File: src/sv/ntps_pkg.sv
// Package for the nearest three planes selector.
// Holds widths, register map, saturation limit and the stage-to-stage structs.
// No dependencies.
package ntps_pkg;

  localparam int unsigned MAX_PLANES = 1024;
  localparam int unsigned IDX_W      = 10;
  localparam int unsigned DIST_W     = 31;
  localparam int unsigned SLOTS      = 3;
  localparam int unsigned APB_AW     = 3;
  localparam int unsigned APB_DW     = 32;

  localparam logic [DIST_W-1:0] DIST_MAX = {DIST_W{1'b1}};

  localparam logic [APB_AW-1:0] ADDR_MAX_DISTANCE = 3'd0;

  typedef struct packed {
    logic               considered;
    logic [DIST_W-1:0]  distance;
    logic [IDX_W-1:0]   plane;
    logic               first;
    logic               last;
  } ntps_dist_t;

  typedef struct packed {
    logic signed [47:0] prod_x;
    logic signed [47:0] prod_y;
    logic signed [47:0] prod_z;
    logic signed [31:0] offset;
    logic               considered;
    logic [IDX_W-1:0]   plane;
    logic               first;
    logic               last;
  } ntps_prod_t;

endpackage

File: src/sv/ntps_in_if.sv
// Input channel of the nearest three planes selector: one plane per item.
// Depends on ntps_pkg.
interface ntps_in_if
  import ntps_pkg::*;
();
  logic                valid;
  logic                ready;
  logic signed [31:0]  point_x;
  logic signed [31:0]  point_y;
  logic signed [31:0]  point_z;
  logic signed [15:0]  normal_x;
  logic signed [15:0]  normal_y;
  logic signed [15:0]  normal_z;
  logic signed [31:0]  plane_offset;
  logic [IDX_W-1:0]    plane_number;
  logic                first_plane;
  logic                last_plane;

  modport source (
    output valid, point_x, point_y, point_z, normal_x, normal_y, normal_z,
           plane_offset, plane_number, first_plane, last_plane,
    input  ready
  );
  modport sink (
    input  valid, point_x, point_y, point_z, normal_x, normal_y, normal_z,
           plane_offset, plane_number, first_plane, last_plane,
    output ready
  );
endinterface

File: src/sv/ntps_dist.sv
// Two-stage point-to-plane distance pipeline: products, then sum, abs,
// rounding and saturation to unsigned Q15.16. Depends on ntps_pkg and ntps_in_if.
module ntps_dist
  import ntps_pkg::*;
(
  input  logic        clk_i,
  input  logic        rst_ni,
  ntps_in_if.sink     in_ch,
  input  logic        adv_i,
  output logic        valid_o,
  output ntps_dist_t  item_o
);

  logic       s1_valid_q;
  ntps_prod_t s1_q;
  ntps_prod_t s1_d;
  logic       s2_valid_q;
  ntps_dist_t s2_q;
  ntps_dist_t s2_d;

  logic signed [51:0] dot;
  logic signed [51:0] off_sc;
  logic signed [51:0] diff;
  logic [51:0]        mag;
  logic [51:0]        rnd;
  logic [37:0]        quo;

  assign in_ch.ready = adv_i;

  always_comb begin
    s1_d.prod_x     = in_ch.point_x * in_ch.normal_x;
    s1_d.prod_y     = in_ch.point_y * in_ch.normal_y;
    s1_d.prod_z     = in_ch.point_z * in_ch.normal_z;
    s1_d.offset     = in_ch.plane_offset;
    s1_d.considered = (32'(in_ch.plane_number) < MAX_PLANES);
    s1_d.plane      = in_ch.plane_number;
    s1_d.first      = in_ch.first_plane;
    s1_d.last       = in_ch.last_plane;
  end

  always_comb begin
    dot    = {{4{s1_q.prod_x[47]}}, s1_q.prod_x}
           + {{4{s1_q.prod_y[47]}}, s1_q.prod_y}
           + {{4{s1_q.prod_z[47]}}, s1_q.prod_z};
    off_sc = {{6{s1_q.offset[31]}}, s1_q.offset, 14'd0};
    diff   = dot - off_sc;
    mag    = diff[51] ? 52'(-diff) : 52'(diff);
    rnd    = mag + 52'd8192;
    quo    = rnd[51:14];
    s2_d.considered = s1_q.considered;
    s2_d.distance   = (|quo[37:DIST_W]) ? DIST_MAX : quo[DIST_W-1:0];
    s2_d.plane      = s1_q.plane;
    s2_d.first      = s1_q.first;
    s2_d.last       = s1_q.last;
  end

  always_ff @(posedge clk_i or negedge rst_ni) begin
    if (!rst_ni) begin
      s1_valid_q <= 1'b0;
      s2_valid_q <= 1'b0;
    end else if (adv_i) begin
      s1_valid_q <= in_ch.valid;
      s2_valid_q <= s1_valid_q;
    end
  end

  always_ff @(posedge clk_i) begin
    if (adv_i) begin
      s1_q <= s1_d;
      s2_q <= s2_d;
    end
  end

  assign valid_o = s2_valid_q;
  assign item_o  = s2_q;

endmodule

File: src/flat_wrapper.sv
// flat-port wrapper written by rule: the top's interface ports become plain ports
module ntps_dist_flat import ntps_pkg::*;
  (clk_i, rst_ni, adv_i, valid_o, item_o, in_ch_valid, in_ch_point_x, in_ch_point_y, in_ch_point_z, in_ch_normal_x, in_ch_normal_y, in_ch_normal_z, in_ch_plane_offset, in_ch_plane_number, in_ch_first_plane, in_ch_last_plane, in_ch_ready);
  ntps_in_if in_ch_i ();
  input  logic clk_i;
  input  logic rst_ni;
  input  logic adv_i;
  output logic valid_o;
  output ntps_dist_t item_o;
  input wire logic [$bits(in_ch_i.valid)-1:0] in_ch_valid;
  input wire logic [$bits(in_ch_i.point_x)-1:0] in_ch_point_x;
  input wire logic [$bits(in_ch_i.point_y)-1:0] in_ch_point_y;
  input wire logic [$bits(in_ch_i.point_z)-1:0] in_ch_point_z;
  input wire logic [$bits(in_ch_i.normal_x)-1:0] in_ch_normal_x;
  input wire logic [$bits(in_ch_i.normal_y)-1:0] in_ch_normal_y;
  input wire logic [$bits(in_ch_i.normal_z)-1:0] in_ch_normal_z;
  input wire logic [$bits(in_ch_i.plane_offset)-1:0] in_ch_plane_offset;
  input wire logic [$bits(in_ch_i.plane_number)-1:0] in_ch_plane_number;
  input wire logic [$bits(in_ch_i.first_plane)-1:0] in_ch_first_plane;
  input wire logic [$bits(in_ch_i.last_plane)-1:0] in_ch_last_plane;
  output wire logic [$bits(in_ch_i.ready)-1:0] in_ch_ready;
  assign in_ch_i.valid = in_ch_valid;
  assign in_ch_i.point_x = in_ch_point_x;
  assign in_ch_i.point_y = in_ch_point_y;
  assign in_ch_i.point_z = in_ch_point_z;
  assign in_ch_i.normal_x = in_ch_normal_x;
  assign in_ch_i.normal_y = in_ch_normal_y;
  assign in_ch_i.normal_z = in_ch_normal_z;
  assign in_ch_i.plane_offset = in_ch_plane_offset;
  assign in_ch_i.plane_number = in_ch_plane_number;
  assign in_ch_i.first_plane = in_ch_first_plane;
  assign in_ch_i.last_plane = in_ch_last_plane;
  assign in_ch_ready = in_ch_i.ready;
  ntps_dist u_core (.clk_i(clk_i), .rst_ni(rst_ni), .in_ch(in_ch_i), .adv_i(adv_i), .valid_o(valid_o), .item_o(item_o));
endmodule
File: config.mk
export PLATFORM = sky130hd
export DESIGN_NAME = ntps_dist_flat
export DESIGN_NICKNAME = d
export VERILOG_FILES = /design/src/sv/ntps_pkg.sv /design/src/sv/ntps_in_if.sv /design/src/sv/ntps_dist.sv /design/src/flat_wrapper.sv
export SDC_FILE = /design/constraint.sdc
export NUM_CORES = 2
export LEC_CHECK = 0
export ABC_AREA = 1
export ABC_CLOCK_PERIOD_IN_PS = 12300
export BUFFER_PORTS_ARGS = -buffer_cell sky130_fd_sc_hd__clkbuf_2
export CORE_MARGIN = 1.5
export CORE_UTILIZATION = 55
export DETAILED_ROUTE_END_ITERATION = 8
export PLACE_DENSITY = 0.77
export SYNTH_ARGS = -nofsm -noshare
export SYNTH_HDL_FRONTEND = slang
export SYNTH_SLANG_ARGS = --single-unit
File: constraint.sdc
create_clock -name clk_i -period 12.3 [get_ports clk_i]
set_input_delay 2.46 -clock clk_i [delete_from_list [all_inputs] [get_ports clk_i]]
set_output_delay 2.46 -clock clk_i [all_outputs]
set_load 0.02 [all_outputs]
# After elaboration in Yosys (flattened, before gate mapping)
# Cells that the tools add are included.
# Widths: inputs -> output; s select.
op_classes:
  n_mul: 3
  addsub: 5
  n_mux: 1
  reduce_logical: 1
ops:
  columns: ["op", "n"]
  rows:
  - ["$mul 32x16->48", 3]
  - ["$add 52x14->52 const B", 1]
  - ["$add 52x52->52", 1]
  - ["$mux 52", 1]
  - ["$neg 52->52", 1]
  - ["$sub 52x46->52", 1]
  - ["$add 48x48->49", 1]
  - ["$reduce_or 7->1", 1]
word_totals:
  output_inout_bits: 46
  register_bits: 233

# Depth between registers and ports, before layout
logic_depth:
  ltp_word: 7
  depth_mapped: 50
  depth_no_buf: 48

# Worst setup path after synthesis
# OpenSTA, ideal clock, no wires.
synth_timing:
  kind: "input to register"
  startpoint: "input in_ch_point_y[10]"
  endpoint: "register u_core.s1_q[139] (netlist bit) (data pin)"
  required_ps: 12038
  path_stages: 25
  setup_time_ps: 262
  path_slack_ps: 3712
  arrival_ps: 8326
  path_cell_list: "clkbuf_1 > nand2_1 > fa_1 > inv_1 > fa_1 > inv_1 > fa_1 > fa_1 > inv_1 > fa_1 > inv_1 > fa_1 > inv_1 > ha_1 > a21oi_1 > a21boi_0 > o21ai_0 > a21boi_0 > o21ai_0 > a21oi_1 > o21ai_0 > a21oi_1 > o21ai_0 > a21oi_1 > xor2_1"
synth_rtl:
  columns: ["item", "line", "text"]
  rows:
  - ["start: declaration", "flat_wrapper.sv:12", "input wire logic [$bits(in_ch_i.point_y)-1:0] in_ch_point_y;"]
  - ["end signal: assignment", "ntps_dist.sv:69", "s1_q <= s1_d;"]
  - ["end: declaration", "ntps_dist.sv:15", "ntps_prod_t s1_q;"]

==> flow_metrics.tcl <==
set metrics [dict create \
    placed_area_sq_um 72800 \
    tightestPinTransition_ns 1.101 \
    nets 10930 \
    dpl.hpwl_microns 153600 \
    hold_path_depth 0 \
    avgSynthCellArea_sq_um 8.032 \
    fmax_mhz 105.9 \
    grt_max_degree 107 \
    area_delta_synth_final_pct 4.381 \
    fin_crit_ns 9.443 \
    ys_warn_count 0 \
    finalHoldViolations 0 \
    holdCritPathClass "flip-flop to flip-flop" \
    routed_wirelength_microns 183500 \
    vias 55230 \
    cts_sinks 233 \
    critPathKind "primary input to flip-flop" \
    core_sq_um 127400 \
    synth.yosys.seq_area_share 0.09911 \
    die_y_microns 361 \
    drtIter0Drc 4067 \
    numCtsBuffers 24 \
    synth.top_cells.by_count "inv_1 (2505), nand2_1 (2342), fa_1 (1494)" \
    htreeDepth 1 \
    netlist.area_leader.share 0.4243 \
    tns_ns 0 \
    critPathCaptureType "flip-flop" \
    final_cell_area_sq_um 73580 \
    drc 0 \
    final_max_slew_viol_count 0 \
    synth_edf_count 231 \
    cts_root_buf "clkbuf_16" \
    first_global_vias 57890 \
    synth_flop_cell "edfxtp_1" \
    crit_arrival_ns 9.73 \
    syn_nets 10920 \
    instances_no_fill 10470 \
    wl_per_cell_microns 17.53 \
    rr_worst_depth 42 \
    initial_core_util 0.5535 \
    syn_inst 8776 \
    overflow 0 \
    die_area_sq_um 130300 \
    start_kind "primary input" \
    io_buffers 236 \
    cts_tree "yes" \
    dp_slack_ns 2.363 \
    finalSetupViolCount 0 \
    yosysUniqueCellTypes 48 \
    maxCapViolations 0 \
    crit_fanout 32 \
    worstSkewPairLatency_ns 0.54 \
    die_w_microns 361 \
    detail-route-antenna-nets 0 \
    layout-drive-gt1-share 0.05088 \
    rsz0062_at_grt "false" \
    drtPass1Iterations 7 \
    ys_top_cells_by_area "fa_1 (42%), inv_1 (13%), nand2_1 (12%)" \
    cts_max_path_buffers 3 \
    gp_congestion 0.9627 \
    yosysMostFrequentCell "inv_1" \
    pin_count 238 \
    rows 131 \
    synth_area_leader_cell "fa_1" \
    grt_antenna_before_repair 2 \
    cts.clk_slew.worst_paths_ns 0.06 \
    post_cts_buffers 0 \
    cts_hold_buffers 0 \
    placed_cells 10430 \
    status "completed" \
    grt_util_all_layers 0.2901 \
    required_ns 12.58 \
    ys_ff_latch 233 \
    syn-cell-area_sq_um 70490 \
    relSlewSlack 0.2649 \
    grt_first_pass_wirelength_microns 300900 \
    min_period_over_period 0.7677 \
    async_flop_share 0.008584 \
    cts_resized 0 \
    vias_per_cell 5.276 \
    final.setup_skew_ns 0.01908 \
    finalWorstSetupSlack_ns 2.857 \
]
state kept, by name (all words and copies together), names as in the netlist:
register / cells
u_core.s1_q: 156
u_core.item_o: 43
u_core.off_sc: 32
u_core.s1_valid_q: 1
u_core.valid_o: 1
final timing paths:
check | start | to | slack (ns)
setup / recovery | in_ch_normal_x[4] | u_core.s1_q[186] | 2.86
hold / removal | u_core.s1_q[8] | u_core.item_o[8] | 0.42
setup reg to reg | u_core.s1_q[141] | u_core.item_o[34] | 2.89
hold reg to reg | u_core.s1_q[8] | u_core.item_o[8] | 0.42
max in group asynchronous | rst_ni | u_core.s1_valid_q | 10.50
min in group asynchronous | rst_ni | u_core.valid_o | 1.69
cell type report:
type                    instances  area (sq um)
fillers                     11300         53780
multi-input cells            5773         53030
inverters                    2510          9422
flip-flops and latches        233          6987
well taps                    1662          2079
repair buffers                248          1281
clock buffers                  30         644.4
clock inverters                11         128.9
diodes                          1         2.502
routing by layer:
layer / share of wire / GRT usage / routed length (microns)
met1: 0.41 / 0.3973 / 75720
met2: 0.47 / 0.4793 / 86160
met3: 0.086 / 0.04624 / 15780
met4: 0.032 / 0.08141 / 5794
met5: 0 / 0 / 0
worst max-delay path, stage by stage:
cell and delay (ns):
clkbuf_2 0.62, nand2_1 0.20, fa_1 0.57, inv_1 0.05, fa_1 0.47, inv_1 0.05, fa_1 0.48, fa_1 0.54
inv_1 0.05, fa_1 0.48, inv_1 0.05, fa_1 0.48, inv_1 0.04, ha_1 0.36, nand2_1 0.09, o21ai_0 0.19
a21oi_1 0.10, o21ai_0 0.61, a21oi_1 0.21, o31ai_1 0.43, a21oi_1 0.25, inv_1 0.10, a21oi_1 0.10, o21ai_0 0.40
a21oi_1 0.15, xor2_1 0.16
placed cells by master, fill, tap and decap left out, drive strengths merged, types with 2 or more instances in the layout:
master and count:
nor4 6, nand4 37, o21a 20, a21o 8
o31ai 4, or2 88, o211ai 11, a31oi 48
a21oi 273, nand3 177, clkinv 7, clkbuf 265
clkinvlp 2, inv 2510, o221ai 5, xnor2 103
buf 13, nor3b 2, ha 454, o21ai 126
a21boi 14, xor2 138, fa 1494, dfrtp 2
nor2 331, edfxtp 231, nand2 2365, bufinv 2
o21bai 13, nand3b 17, nor3 30
metrics by stage:
stage          hold WS (ns)  utilization
2_1_floorplan        0.4003            -
4_1_cts              0.4236       0.5777
3_5_place_dp         0.4077       0.5717
5_1_grt              0.4280       0.5777
3_3_place_gp         0.4018       0.5717
6_report             0.4218       0.5777
logic make-up after synthesis:
| logic type | Yosys count | synth area share |
|---|---|---|
| other cells | 1 | 0.00005320 |
| xor+xnor | 241 | 0.02994 |
| compound gates | 528 | 0.04152 |
| fa+ha+maj | 1948 | 0.5049 |
| flops | 233 | 0.09911 |
| buf+inv | 2770 | 0.1486 |
| simple gates | 3055 | 0.1759 |
Power is not shown: default switching activity piles up to over one toggle a cycle in this logic, so the estimate is an artifact.
