**src/sv/ntps_pkg.sv**
```systemverilog
// Package for the nearest three planes selector.
// Holds widths, register map, saturation limit and the stage-to-stage structs.
// No dependencies.
package ntps_pkg;

  localparam int unsigned MAX_PLANES = 1024;
  localparam int unsigned IDX_W      = 10;
  localparam int unsigned DIST_W     = 31;
  localparam int unsigned SLOTS      = 3;
  localparam int unsigned APB_AW     = 3;
  localparam int unsigned APB_DW     = 32;

  localparam logic [DIST_W-1:0] DIST_MAX = {DIST_W{1'b1}};

  localparam logic [APB_AW-1:0] ADDR_MAX_DISTANCE = 3'd0;

  typedef struct packed {
    logic               considered;
    logic [DIST_W-1:0]  distance;
    logic [IDX_W-1:0]   plane;
    logic               first;
    logic               last;
  } ntps_dist_t;

  typedef struct packed {
    logic signed [47:0] prod_x;
    logic signed [47:0] prod_y;
    logic signed [47:0] prod_z;
    logic signed [31:0] offset;
    logic               considered;
    logic [IDX_W-1:0]   plane;
    logic               first;
    logic               last;
  } ntps_prod_t;

endpackage

```
**src/sv/ntps_out_if.sv**
```systemverilog
// Result channel of the nearest three planes selector: one item per voxel.
// Depends on ntps_pkg.
interface ntps_out_if
  import ntps_pkg::*;
();
  logic                valid;
  logic                ready;
  logic [IDX_W-1:0]    nearest_index_a;
  logic [IDX_W-1:0]    nearest_index_b;
  logic [IDX_W-1:0]    nearest_index_c;
  logic [DIST_W-1:0]   nearest_dist_a;
  logic [DIST_W-1:0]   nearest_dist_b;
  logic [DIST_W-1:0]   nearest_dist_c;
  logic [1:0]          filled_slots;

  modport source (
    output valid, nearest_index_a, nearest_index_b, nearest_index_c,
           nearest_dist_a, nearest_dist_b, nearest_dist_c, filled_slots,
    input  ready
  );
  modport sink (
    input  valid, nearest_index_a, nearest_index_b, nearest_index_c,
           nearest_dist_a, nearest_dist_b, nearest_dist_c, filled_slots,
    output ready
  );
endinterface

```
**src/sv/ntps_select.sv**
```systemverilog
// Sorted top-3 nearest plane store and result register.
// Depends on ntps_pkg and ntps_out_if.
module ntps_select
  import ntps_pkg::*;
(
  input  logic               clk_i,
  input  logic               rst_ni,
  input  logic               valid_i,
  input  ntps_dist_t         item_i,
  input  logic [DIST_W-1:0]  max_dist_i,
  output logic               adv_o,
  ntps_out_if.source         out_ch
);

  logic [DIST_W-1:0] dist_q [SLOTS];
  logic [IDX_W-1:0]  idx_q  [SLOTS];
  logic [1:0]        fill_q;
  logic [DIST_W-1:0] dist_n [SLOTS];
  logic [IDX_W-1:0]  idx_n  [SLOTS];
  logic [1:0]        fill_b;
  logic [1:0]        fill_n;
  logic [1:0]        pos;
  logic              ins;
  logic              take;

  logic              out_valid_q;
  logic [IDX_W-1:0]  out_idx_q  [SLOTS];
  logic [DIST_W-1:0] out_dist_q [SLOTS];
  logic [1:0]        out_fill_q;

  assign adv_o = !(valid_i && item_i.last && out_valid_q && !out_ch.ready);
  assign take  = valid_i && adv_o;

  always_comb begin
    fill_b = item_i.first ? 2'd0 : fill_q;
    pos    = 2'(SLOTS);
    for (int k = SLOTS - 1; k >= 0; k--) begin
      if (item_i.distance <= ((2'(k) < fill_b) ? dist_q[k] : max_dist_i)) begin
        pos = 2'(k);
      end
    end
    ins = item_i.considered && (pos != 2'(SLOTS));
    for (int k = 0; k < SLOTS; k++) begin
      dist_n[k] = dist_q[k];
      idx_n[k]  = idx_q[k];
      if (ins && (2'(k) == pos)) begin
        dist_n[k] = item_i.distance;
        idx_n[k]  = item_i.plane;
      end else if (ins && (2'(k) > pos) && (k > 0)) begin
        dist_n[k] = dist_q[(k > 0) ? k-1 : 0];
        idx_n[k]  = idx_q[(k > 0) ? k-1 : 0];
      end
    end
    fill_n = (ins && (fill_b != 2'(SLOTS))) ? fill_b + 2'd1 : fill_b;
  end

  always_ff @(posedge clk_i or negedge rst_ni) begin
    if (!rst_ni) begin
      fill_q      <= 2'd0;
      out_valid_q <= 1'b0;
    end else begin
      if (take) begin
        fill_q <= item_i.last ? 2'd0 : fill_n;
      end
      if (take && item_i.last) begin
        out_valid_q <= 1'b1;
      end else if (out_ch.ready) begin
        out_valid_q <= 1'b0;
      end
    end
  end

  always_ff @(posedge clk_i) begin
    if (take) begin
      dist_q <= dist_n;
      idx_q  <= idx_n;
    end
    if (take && item_i.last) begin
      for (int k = 0; k < SLOTS; k++) begin
        out_idx_q[k]  <= (2'(k) < fill_n) ? idx_n[k]  : '0;
        out_dist_q[k] <= (2'(k) < fill_n) ? dist_n[k] : max_dist_i;
      end
      out_fill_q <= fill_n;
    end
  end

  assign out_ch.valid           = out_valid_q;
  assign out_ch.nearest_index_a = out_idx_q[0];
  assign out_ch.nearest_index_b = out_idx_q[1];
  assign out_ch.nearest_index_c = out_idx_q[2];
  assign out_ch.nearest_dist_a  = out_dist_q[0];
  assign out_ch.nearest_dist_b  = out_dist_q[1];
  assign out_ch.nearest_dist_c  = out_dist_q[2];
  assign out_ch.filled_slots    = out_fill_q;

endmodule

```
**src/flat_wrapper.sv**
```systemverilog
// flat-port wrapper written by rule: the top's interface ports become plain ports
module ntps_select_flat import ntps_pkg::*;
  (clk_i, rst_ni, valid_i, item_i, max_dist_i, adv_o, out_ch_valid, out_ch_nearest_index_a, out_ch_nearest_index_b, out_ch_nearest_index_c, out_ch_nearest_dist_a, out_ch_nearest_dist_b, out_ch_nearest_dist_c, out_ch_filled_slots, out_ch_ready);
  ntps_out_if out_ch_i ();
  input  logic clk_i;
  input  logic rst_ni;
  input  logic valid_i;
  input  ntps_dist_t item_i;
  input  logic [DIST_W-1:0] max_dist_i;
  output logic adv_o;
  output wire logic [$bits(out_ch_i.valid)-1:0] out_ch_valid;
  output wire logic [$bits(out_ch_i.nearest_index_a)-1:0] out_ch_nearest_index_a;
  output wire logic [$bits(out_ch_i.nearest_index_b)-1:0] out_ch_nearest_index_b;
  output wire logic [$bits(out_ch_i.nearest_index_c)-1:0] out_ch_nearest_index_c;
  output wire logic [$bits(out_ch_i.nearest_dist_a)-1:0] out_ch_nearest_dist_a;
  output wire logic [$bits(out_ch_i.nearest_dist_b)-1:0] out_ch_nearest_dist_b;
  output wire logic [$bits(out_ch_i.nearest_dist_c)-1:0] out_ch_nearest_dist_c;
  output wire logic [$bits(out_ch_i.filled_slots)-1:0] out_ch_filled_slots;
  input wire logic [$bits(out_ch_i.ready)-1:0] out_ch_ready;
  assign out_ch_valid = out_ch_i.valid;
  assign out_ch_nearest_index_a = out_ch_i.nearest_index_a;
  assign out_ch_nearest_index_b = out_ch_i.nearest_index_b;
  assign out_ch_nearest_index_c = out_ch_i.nearest_index_c;
  assign out_ch_nearest_dist_a = out_ch_i.nearest_dist_a;
  assign out_ch_nearest_dist_b = out_ch_i.nearest_dist_b;
  assign out_ch_nearest_dist_c = out_ch_i.nearest_dist_c;
  assign out_ch_filled_slots = out_ch_i.filled_slots;
  assign out_ch_i.ready = out_ch_ready;
  ntps_select u_core (.clk_i(clk_i), .rst_ni(rst_ni), .valid_i(valid_i), .item_i(item_i), .max_dist_i(max_dist_i), .adv_o(adv_o), .out_ch(out_ch_i));
endmodule
```
**config.mk**
```make
export PLATFORM = sky130hd
export DESIGN_NAME = ntps_select_flat
export DESIGN_NICKNAME = d
export VERILOG_FILES = /design/src/sv/ntps_pkg.sv /design/src/sv/ntps_out_if.sv /design/src/sv/ntps_select.sv /design/src/flat_wrapper.sv
export SDC_FILE = /design/constraint.sdc
export NUM_CORES = 1
export LEC_CHECK = 0
export BUFFER_PORTS_ARGS = -buffer_cell sky130_fd_sc_hd__buf_2
export CAP_MARGIN = 30
export CORE_MARGIN = 3
export CORE_UTILIZATION = 58
export DETAILED_ROUTE_END_ITERATION = 10
export GPL_ROUTABILITY_DRIVEN = 0
export PLACE_DENSITY = 0.81
export SYNTH_ARGS = -nofsm -noshare
export SYNTH_HDL_FRONTEND = slang
export SYNTH_SLANG_ARGS = --single-unit
```
**constraint.sdc**
```tcl
create_clock -name clk_i -period 8.1 [get_ports clk_i]
set_clock_uncertainty 0.1 [all_clocks]
set_input_delay 1.215 -clock clk_i [delete_from_list [all_inputs] [get_ports clk_i]]
set_output_delay 1.215 -clock clk_i [all_outputs]
set_load 0.1 [all_outputs]
```
# After elaboration in Yosys (flattened, before gate mapping)
# Memory sizes are Yosys's and may differ from the RTL's.
# Cells that the tools add are included.
# classes
addsub,1
magnitude_cmp,11
n_eq_ne,4
muxes,29
reduce_logical,16
# ops
operator,n
$mux 31,11
$le 31x31->1,3
$mux 10,8
$logic_and 1x1->1,12
$mux 2,5
$lt 1x2->1 const A,4
$mux 1,5
$lt 2x2->1 const A,2
$ne 2x2->1 const B,2
$add 2x1->2 const B,1
$eq 1x2->1 const A,1
$eq 2x2->1 const A,1
$gt 1x2->1 const A,1
$gt 2x2->1 const A,1
$logic_not 1->1,2
$logic_not 2->1,1
$reduce_bool 2->1,1
# totals
ff_bits,128
mem_bits_rw,123
inputBits,79
output_inout_bits,127
elab_cells,72
memories,2
# mem_list
name,depth,width,read_ports,rd_clocked_by_memory_dff,write_ports,line,source
u_core.out_dist_q,3,31,3,0,3,ntps_select.sv:28,logic [DIST_W-1:0] out_dist_q [SLOTS];
u_core.out_idx_q,3,10,3,0,3,ntps_select.sv:27,logic [IDX_W-1:0] out_idx_q [SLOTS];

# Longest topological paths before layout
# Gate-level depths: netlist of the first run.
# logic_depth
depth_word,13
depth_mapped,22
mapped_depth_nobuf,14

# Worst setup path after synthesis of the first run
# No wires, ideal clock.
# synth_timing
path_type,in2reg
from,in out_ch_ready
to,"reg u_core.out_fill_q[0] (netlist: u_core.out_ch.filled_slots[0]), enable pin"
setup_ns,0.610
arrival_ns,6.469
t_required_ns,7.390
setup_slack_ns,0.921
cell_stages,2
n_path_buf,0
path_cell_list,nor2b_1 -> nor2_1
# synth_between
elab_chain_len,5
# synth_rtl
item,line,source
from (decl),flat_wrapper.sv:19,input wire logic [$bits(out_ch_i.ready)-1:0] out_ch_ready;
$logic_not 1->1,ntps_select.sv:31,assign adv_o = !(valid_i && item_i.last && out_valid_q && !out_ch.ready);
$logic_and 1x1->1,ntps_select.sv:31,
$logic_not 1->1,ntps_select.sv:31,
$logic_and 1x1->1,ntps_select.sv:32,assign take = valid_i && adv_o;
$logic_and 1x1->1,ntps_select.sv:78,if (take && item_i.last) begin
to (signal assigned),ntps_select.sv:83,out_fill_q <= fill_n;
to (decl),ntps_select.sv:29,logic [1:0] out_fill_q;
# No other way between the ends.
# A chain may end at the register's enable or synchronous reset.

==> results of run 1 <==
==> registers in the layout, indices dropped and copies added (netlist names) <==
register	cells
u_core.out_idx_q	30
u_core.out_ch.valid	1
u_core.out_dist_q	93
u_core.idx_q	30
u_core.dist_q	93
u_core.fill_q	2
u_core.out_ch.filled_slots	2
==> metrics by stage <==
| stage | total power [mW] | std cells | hold WS (ns) | instance area, µm² | utilization (%) |
|---|---|---|---|---|---|
| after global routing | 4.18 | 1623 | 0.372 | 16400 | 69.2 |
| after floorplan | 2.51 | 1090 | 0.420 | 14100 | - |
| after CTS | 4.04 | 1621 | 0.376 | 16300 | 69.0 |
| after detailed placement | 2.75 | 1575 | 0.474 | 15400 | 65.2 |
| after global placement | 2.72 | 1574 | 0.461 | 15400 | 65.1 |
| final | 4.03 | 1624 | 0.386 | 16400 | 69.2 |
==> routing by layer <==
layer  GRT usage (%)  wire length (µm)
met1            37.0             14900
met2            43.4             17100
met3            5.23              3060
met4            6.67               759
met5               0                27
==> synth_stat cells, types with 6 or more instances <==
master and instances:
clkbuf_1 27, and2_1 30, nand4_1 18, a21o_1 6, nand2_1 27, a21oi_1 116
o22ai_1 41, nand3_1 10, mux2i_1 132, edfxtp_1 248, buf_6 8, mux2_2 134
o21ai_0 14, nor3_1 7, nor2_1 96, buf_2 14, ha_1 94
==> where the power goes <==
| group | switching, mW | internal (mW) |
|---|---|---|
| Sequential | 0.0730 | 1.61 |
| Clock | 0.489 | 0.797 |
| Combinational | 0.716 | 0.343 |
| Total | 1.28 | 2.75 |
==> cell families after synthesis <==
family	share of synthesized area (%)
compound gates	8.25
fa+ha+maj	8.34
buf+inv	2.41
flops	53.4
mux	20.6
simple gates	7.07
==> worst max-delay path, stage by stage <==
cell and delay, ns:
buf_2 0.10, nor2b_2 0.05, inv_2 0.40, ha_2 0.66, buf_4 0.40, mux2i_1 0.16
ha_1 0.34, nand4_1 0.21, nor4_1 0.48, nand4_1 0.15, o211a_2 0.33, a21boi_4 0.25
buf_4 0.52, buf_4 0.63, mux2i_1 0.27, a21oi_1 0.11, mux2_2 0.29
==> area by class of cell <==
type	instances	area share (%)
diodes	1	0.0153
clock buffers	33	4.26
clock inverters	13	1.30
inverters	6	0.153
multi-input cells	774	38.3
flip-flops and latches	251	45.9
well taps	319	2.43
repair buffers	227	7.66
==> worst max path at each step <==
stage	depth (start not counted)	end	from	slack, ns
after global routing	17	u_core.out_dist_q[0][90]	item_i[1]	1.26
after detailed placement	17	u_core.out_dist_q[0][65]	item_i[1]	1.24
after floorplan	2	u_core.out_ch.filled_slots[0]	out_ch_ready	0.92
after global placement	17	u_core.out_dist_q[0][87]	item_i[1]	1.38
final	17	u_core.out_dist_q[0][65]	item_i[1]	1.64
after CTS	17	u_core.out_dist_q[0][90]	item_i[1]	1.69
==> flow_summary.json, run 1 <==
{
  "synth_async_sr_flop_share_pct": 1.20,
  "path_clk_slew_ns": 0.06,
  "io_buffers": 205,
  "hold_viol_final": 0,
  "synth-edff-count": 248,
  "yosysTopAreaCell": "edfxtp_1",
  "drt_iter0_markers": 885,
  "grt_overflow_total": 0,
  "rr_startpoint": "u_core.fill_q[1]",
  "multi_input_area_mm2": 0.00628,
  "clock-sinks": 251,
  "rows": 56,
  "antenna_left": 0,
  "htreeDepth": 1,
  "yosysTopAreaCellShare_pct": 52.8,
  "synth_warnings": 0,
  "hpwl_mm": 23.9,
  "status": "completed",
  "cts_tree": "done",
  "critical_path_class": "input port to flop",
  "pre_cts_ws_ns": 1.24,
  "firstDrtPassIters": 5,
  "reg2reg_slack_ns": 1.88,
  "setup_tns_ns": 0,
  "ctsRootBufferMaster": "clkbuf_16",
  "worst_pin_slew_ns": 0.796,
  "power_leakage_nw": 6.80,
  "synth-seq-area-share_pct": 53.4,
  "syn_avg_cell_area_um2": 12.9,
  "wire_per_inst_um": 22.1,
  "rsz0062_at_grt": "no",
  "synth-seq-cells": 251,
  "synthFlopType": "edfxtp_1",
  "insertion_delay_ns": 0.53,
  "cp_max_fo": 43,
  "grt.total_usage_pct": 26.6,
  "start_util_pct": 59.5,
  "grt_first_pass_wirelength_mm": 55.6,
  "filler_cell_count": 1733,
  "period_needed_ns": 6.46,
  "power_density_mw_per_mm2": 246,
  "clock.fmax_mhz": 155,
  "totalWireLength_mm": 35.9,
  "worstHoldPathType": "input port to async pin",
  "slew_violations": 0,
  "cts_resized": 0,
  "postCtsSetupRepairBufs": 0,
  "area_delta_synth_final_pct": 16.3,
  "start_kind": "input port",
  "cts_buffers": 26,
  "via_count": 10200,
  "setup_violations": 0,
  "coreArea_mm2": 0.0237,
  "die_h_um": 162,
  "syn-num-nets": 1263,
  "ff_latch_area_mm2": 0.00752,
  "antenna_found_initial": 2,
  "r2r_cells": 16,
  "die_w_um": 162,
  "ctsHoldBuffers": 0,
  "die_area_mm2": 0.0262,
  "post-route-period-util_pct": 79.7,
  "drv_cap": 0,
  "relSlewSlack_pct": 46.9,
  "final_common_cell": "edfxtp_1",
  "final_cell_mix": "248 x edfxtp_1, 205 x buf_2, 134 x mux2_2, 132 x mux2i_1, 116 x a21oi_1",
  "setup_ws_ns": 1.64,
  "grt_pass1_vias": 10100,
  "arrival_ns": 6.63,
  "synthTopCellsByArea": "edfxtp_1 53%, mux2_2 11%, mux2i_1 9.4%",
  "drc": 0,
  "final_layout_size_suffix_gt1_share_pct": 31.7,
  "yosysUniqueCellTypes": 50,
  "fin_nets": 1459,
  "via_per_inst": 6.25,
  "synth_cells": 1090,
  "clk_path_buf_depth": 3,
  "r2r-end": "u_core.out_dist_q[0][65]",
  "crit_required_ns": 8.27,
  "num_io_pins": 206,
  "setup.worst_path.end_class": "flop",
  "grt_max_degree": 79,
  "netlist_area_mm2": 0.0141,
  "ir_worst_vdd_uv": 161
}
(Power assumes the default switching activity.)
==> run 2, diff against run 1 <==
==> constraint.sdc (replaced) <==
create_clock -name clk_i -period 6 [get_ports clk_i]
set_clock_uncertainty 0.1 [all_clocks]
set_input_delay 0.9 -clock clk_i [delete_from_list [all_inputs] [get_ports clk_i]]
set_output_delay 0.9 -clock clk_i [all_outputs]
set_load 0.1 [all_outputs]
==> run 2 against run 1 <==
Via count increased by 0.43%. Flip-flop and latch count stayed put. Critical endpoint is now u_core.out_dist_q[0][35]. Worst setup slack worse by 0.69 ns. First-iteration DRC count rose by 15%. Non-clock buffer count grew 6. Hold slack got worse by 0.34 ns. Global-route usage grew 0.71 points.
==> flow_summary.json, run 2 (synthesis results as in run 1) <==
{
  "worstHoldPathType": "input port to async pin",
  "setup_violations": 0,
  "switchingPower_mw": 1.74,
  "comb_power_share_pct": 27.3,
  "postCtsSetupRepairBufs": 0,
  "r2r_cells": 16,
  "relSlewSlack_pct": 43.6,
  "multi_input_area_mm2": 0.00628,
  "cts_tree": "done",
  "postLayoutCoreUtil_pct": 68.9,
  "setup_tns_ns": 0,
  "insertion_delay_ns": 0.54,
  "via_per_inst": 6.26,
  "coreArea_mm2": 0.0237,
  "power_leakage_nw": 6.78,
  "die_h_um": 162,
  "drt_iter0_markers": 1015,
  "clk_path_buf_depth": 3,
  "die_area_mm2": 0.0262,
  "clock.fmax_mhz": 198,
  "worst_pin_slew_ns": 0.846,
  "reg_top3": "u_core.dist_q (93), u_core.out_dist_q (93)",
  "critical_path_class": "input port to flop",
  "ctsRootBufferMaster": "clkbuf_16",
  "start_util_pct": 59.5,
  "clockPowerShare_pct": 29.5,
  "drv_cap": 0,
  "final_cell_mix": "248 x edfxtp_1, 205 x buf_2, 134 x mux2_2, 132 x mux2i_1, 116 x a21oi_1",
  "grt.total_usage_pct": 27.3,
  "clock-sinks": 251,
  "seq_power_share_pct": 43.2,
  "period_needed_ns": 5.04,
  "ff_latch_area_mm2": 0.00752,
  "grt_overflow_total": 0,
  "fin_nets": 1465,
  "power_density_mw_per_mm2": 323,
  "setup.worst_path.end_class": "flop",
  "num_io_pins": 206,
  "hpwl_mm": 24.5,
  "cts_resized": 0,
  "p_sw_share_pct": 33.1,
  "arrival_ns": 5.24,
  "die_w_um": 162,
  "via_count": 10200,
  "ctsHoldBuffers": 0,
  "area_delta_synth_final_pct": 15.8,
  "totalWireLength_mm": 36.2,
  "slew_violations": 0,
  "power.internal_mw": 3.53,
  "grt_max_degree": 83,
  "grt_first_pass_wirelength_mm": 57.2,
  "cts_buffers": 26,
  "htreeDepth": 1,
  "start_kind": "input port",
  "firstDrtPassIters": 5,
  "crit_required_ns": 6.20,
  "antenna_found_initial": 3,
  "status": "completed",
  "final_common_cell": "edfxtp_1",
  "ir_worst_vdd_uv": 241,
  "hold_viol_final": 0,
  "rows": 56,
  "rsz0062_at_grt": "no",
  "filler_cell_count": 1750,
  "post-route-period-util_pct": 84.1,
  "cp_max_fo": 13,
  "io_buffers": 205,
  "wire_per_inst_um": 22.3,
  "drc": 0,
  "final_layout_size_suffix_gt1_share_pct": 31.9,
  "antenna_left": 0,
  "grt_pass1_vias": 10400,
  "path_clk_slew_ns": 0.06
}
run 2: metal layers:
metal | vias up | GRT usage [%] | wire length, µm | part of all wire, %
li1 | 4625 | - | - | -
met1 | 4981 | 38.0 | 15100 | 42
met2 | 512 | 43.8 | 17200 | 47
met3 | 76 | 4.69 | 2950 | 8.1
met4 | 4 | 9.27 | 989 | 2.7
met5 | - | 0 | 27 | 0.074
run 2: power groups by stage:
| stage | Combinational (mW) | Clock, mW | Sequential [mW] |
|---|---|---|---|
| after floorplan | 0.720 | 0 | 2.66 |
| after detailed placement | 1.42 | 0 | 2.30 |
| after global routing | 1.54 | 1.65 | 2.29 |
| after CTS | 1.43 | 1.58 | 2.27 |
| final | 1.44 | 1.56 | 2.28 |
| after global placement | 1.38 | 0 | 2.30 |
run 2: metrics by stage:
stage               hold slack, ns  setup WS (ns)  cell area, µm²  std cells  total power [mW]
finish                      0.0440          0.957           16300       1629              5.27
global route                0.0384          0.666           16300       1628              5.48
CTS                         0.0288           1.01           16300       1627              5.28
detailed placement           0.488          0.474           15500       1583              3.73
global placement             0.478          0.652           15500       1582              3.69
floorplan                    0.420          0.312           14100       1090              3.38
run 2: layout make-up:
class	count	share of cell area, %
flip-flops and latches	251	46.1
inverters	6	0.153
well taps	319	2.45
multi-input cells	774	38.4
clock buffers	29	4.05
diodes	2	0.0307
repair buffers	233	7.93
clock inverters	15	0.858
run 2: critical path: stages:
cell and delay [ns]:
buf_2 0.11, nand2b_1 0.20, ha_2 0.39, buf_4 0.31, mux2i_1 0.12, ha_1 0.33, nand4_1 0.21, nor4_1 0.56
nor2_1 0.08, nand3_1 0.10, o211a_2 0.22, a21boi_4 0.08, nor2_4 0.28, mux2i_4 0.62, buf_4 0.33, mux2_2 0.36
run 2: final timing paths:
| path | startpoint | end | slack, ns |
|---|---|---|---|
| hold reg to reg | u_core.idx_q[23] | u_core.idx_q[23] | 0.51 |
| setup reg to reg | u_core.fill_q[1] | u_core.out_dist_q[0][35] | 0.96 |
| setup / recovery | item_i[1] | u_core.out_dist_q[0][35] | 0.96 |
| max in group asynchronous | rst_ni | u_core.fill_q[1] | 5.65 |
| hold / removal | rst_ni | u_core.out_ch.valid | 0.04 |
| min in group clk_i | item_i[0] | u_core.out_ch.valid | 0.51 |
==> run 3, diff against run 2 <==
--- a/config.mk
+++ b/config.mk
@@ -8,10 +8,10 @@
 export BUFFER_PORTS_ARGS = -buffer_cell sky130_fd_sc_hd__buf_2
 export CAP_MARGIN = 30
 export CORE_MARGIN = 3
-export CORE_UTILIZATION = 58
+export CORE_UTILIZATION = 52
 export DETAILED_ROUTE_END_ITERATION = 10
 export GPL_ROUTABILITY_DRIVEN = 0
-export PLACE_DENSITY = 0.81
+export PLACE_DENSITY = 0.77
 export SYNTH_ARGS = -nofsm -noshare
 export SYNTH_HDL_FRONTEND = slang
 export SYNTH_SLANG_ARGS = --single-unit
==> constraint.sdc (replaced) <==
create_clock -name clk_i -period 4.1 [get_ports clk_i]
set_clock_uncertainty 0.1 [all_clocks]
set_input_delay 0.615 -clock clk_i [delete_from_list [all_inputs] [get_ports clk_i]]
set_output_delay 0.615 -clock clk_i [all_outputs]
set_load 0.1 [all_outputs]
==> run 3 against run 2 <==
The flow now finishes with violations (negative setup slack). Count of clock-buffer cells in the layout up 3. Final area up 11%. Global-route usage down 0.84 points. Critical path depth up 3. Power up 62%. Hold slack better by 0.20 ns. Via count up 4.0%. Non-clock buffer count up 80. Register-to-register slack worse by 1.0 ns. Critical path type is now flop to flop. Critical endpoint is now u_core.out_dist_q[0][0]. Highest routed layer is now met4.
==> flow_summary.json, run 3 (synthesis results as in run 1) <==
{
  "die_area_mm2": 0.0291,
  "cpLargestDelayFamily": "buffers and inverters",
  "clk_path_buf_depth": 3,
  "worstHoldPathType": "input port to flop",
  "hpwl_mm": 26.4,
  "status": "complete, but fails checks",
  "wire_per_inst_um": 23.6,
  "ff_latch_area_mm2": 0.00752,
  "rsz0062_at_grt": "yes",
  "start_util_pct": 53.5,
  "cp_max_fo": 8,
  "postLayoutCellArea_mm2": 0.0182,
  "crit_chain": "nor2b_4, buf_12, inv_12, ha_4, buf_12, mux2i_4, ha_4, buf_4, a21oi_1, o21ai_2, buf_4, nand3b_1, o211a_4, buf_4, nor2b_4, buf_6, bufbuf_16, mux2_4, mux2_4",
  "clock.fmax_mhz": 239,
  "grt_pass1_vias": 10500,
  "power_leakage_nw": 7.87,
  "violations": "negative setup slack",
  "die_h_um": 171,
  "coreArea_mm2": 0.0264,
  "comb_power_share_pct": 30.7,
  "post-route-period-util_pct": 102,
  "arrival_ns": 4.40,
  "cts_tree": "done",
  "grt_overflow_total": 0,
  "firstDrtPassIters": 5,
  "power.internal_mw": 5.76,
  "crit_required_ns": 4.31,
  "critical_path_class": "flop to flop",
  "grt_first_pass_wirelength_mm": 60.7,
  "slew_violations": 0,
  "setup.worst_path.end_class": "flop",
  "setup_ws_ns": -0.0820,
  "via_per_inst": 6.13,
  "final_common_cell": "edfxtp_1",
  "io_buffers": 205,
  "drv_cap": 0,
  "drc": 0,
  "antenna_found_initial": 1,
  "relSlewSlack_pct": 60.0,
  "path_clk_slew_ns": 0.07,
  "dp.cells": 1649,
  "cts_buffers": 27,
  "period_needed_ns": 4.18,
  "via_count": 10600,
  "critPathMaxStageDelay_ns": 0.38,
  "antenna_left": 0,
  "final_layout_size_suffix_gt1_share_pct": 37.4,
  "critical-path-slowest-cell": "dfrtp_1",
  "pre_cts_ws_ns": -0.521,
  "grt.total_usage_pct": 26.5,
  "place_area_mm2": 0.0166,
  "ir_worst_vdd_uv": 363,
  "seq_power_share_pct": 39.1,
  "layout.cells.non_filler": 1730,
  "filler_cell_count": 1823,
  "grt_max_degree": 70,
  "switchingPower_mw": 2.78,
  "critPathBufInv": 8,
  "clock-sinks": 251,
  "htreeDepth": 1,
  "rows": 59,
  "clockPowerShare_pct": 30.3,
  "drt_iter0_markers": 975,
  "setup_violations": 66,
  "reg_top3": "u_core.dist_q (93), u_core.out_dist_q (93)",
  "multi_input_area_mm2": 0.00683,
  "die_w_um": 171,
  "insertion_delay_ns": 0.56,
  "final_cell_mix": "248 x edfxtp_1, 205 x buf_2, 127 x mux2i_1, 116 x a21oi_1, 105 x mux2_4",
  "hold_viol_final": 0,
  "cp_common_cell": "buf_4",
  "ctsRootBufferMaster": "clkbuf_16",
  "worst_pin_slew_ns": 0.600,
  "start_kind": "flop",
  "fin_nets": 1546,
  "totalWireLength_mm": 40.9,
  "p_sw_share_pct": 32.6,
  "num_io_pins": 206,
  "area_delta_synth_final_pct": 29.0,
  "power_density_mw_per_mm2": 470
}
## run 3: changes by cell type in the layout (fill, tap and decap cells not counted), moves of 4 or more
cell and delta:
buf_6 +11, buf_4 +32, mux2i_2 +4, clkbuf_16 +9
mux2_4 +105, mux2_2 -103, mux2i_1 -5, buf_12 +24
## run 3: power groups by stage
stage,registers (mW),clock network [mW],logic [mW]
after floorplan,3.89,0,1.24
after detailed placement,3.37,0,2.38
after global routing,3.36,2.70,2.76
final,3.34,2.58,2.62
after CTS,3.33,2.61,2.47
after global placement,3.37,0,2.32
## run 3: repair_timing
action                                 in CTS  in global routing
setup buffers                               9                  9
setup endpoints to repair                 106                118
gates resized for setup                    18                 31
cloned                                      2                  9
hold buffers                                1                  0
endpoints found under the hold margin       3                  0
pin swaps                                   5                  7
## run 3: layout make-up
cell class	count	share of cell area (%)
Sequential cell	251	41.4
Clock buffer	32	3.82
Antenna cell	1	0.0138
Tap cell	335	2.31
Multi-Input combinational cell	774	37.6
Timing Repair Buffer	313	13.4
Clock inverter	18	1.27
Inverter	6	0.213
## run 3: routing by layer
layer	GRT usage, %	wire length, µm	vias to the layer above	share of wire, %
li1	-	-	4778	-
met1	37.3	16800	5174	41
met2	43.4	19300	571	47
met3	4.23	3630	87	8.9
met4	6.31	1080	0	2.6
met5	0	0	-	0
## run 3: worst paths after layout
| kind | start | endpoint | slack [ns] | cells past startpoint |
|---|---|---|---|---|
| setup / recovery | u_core.fill_q[1] | u_core.out_dist_q[0][0] | -0.08 | 19 |
| hold / removal | item_i[0] | u_core.out_ch.valid | 0.24 | 2 |
| setup reg to reg | u_core.fill_q[1] | u_core.out_dist_q[0][0] | -0.08 | 19 |
| hold reg to reg | u_core.fill_q[0] | u_core.fill_q[0] | 0.47 | 1 |
| max in group asynchronous | rst_ni | u_core.out_ch.valid | 3.45 | 2 |
| min in group asynchronous | rst_ni | u_core.fill_q[1] | 0.31 | 2 |
## run 3: stage by stage
stage	TNS, ns	util [%]	hold WS [ns]	power, mW
final	-2.32	69.0	0.243	8.54
after global routing	-16.71	69.0	0.237	8.82
after CTS	0	67.3	0.223	8.41
after detailed placement	-74.49	62.9	0.328	5.76
after global placement	-60.79	62.9	0.327	5.69
after floorplan	-20.06	-	0.219	5.13
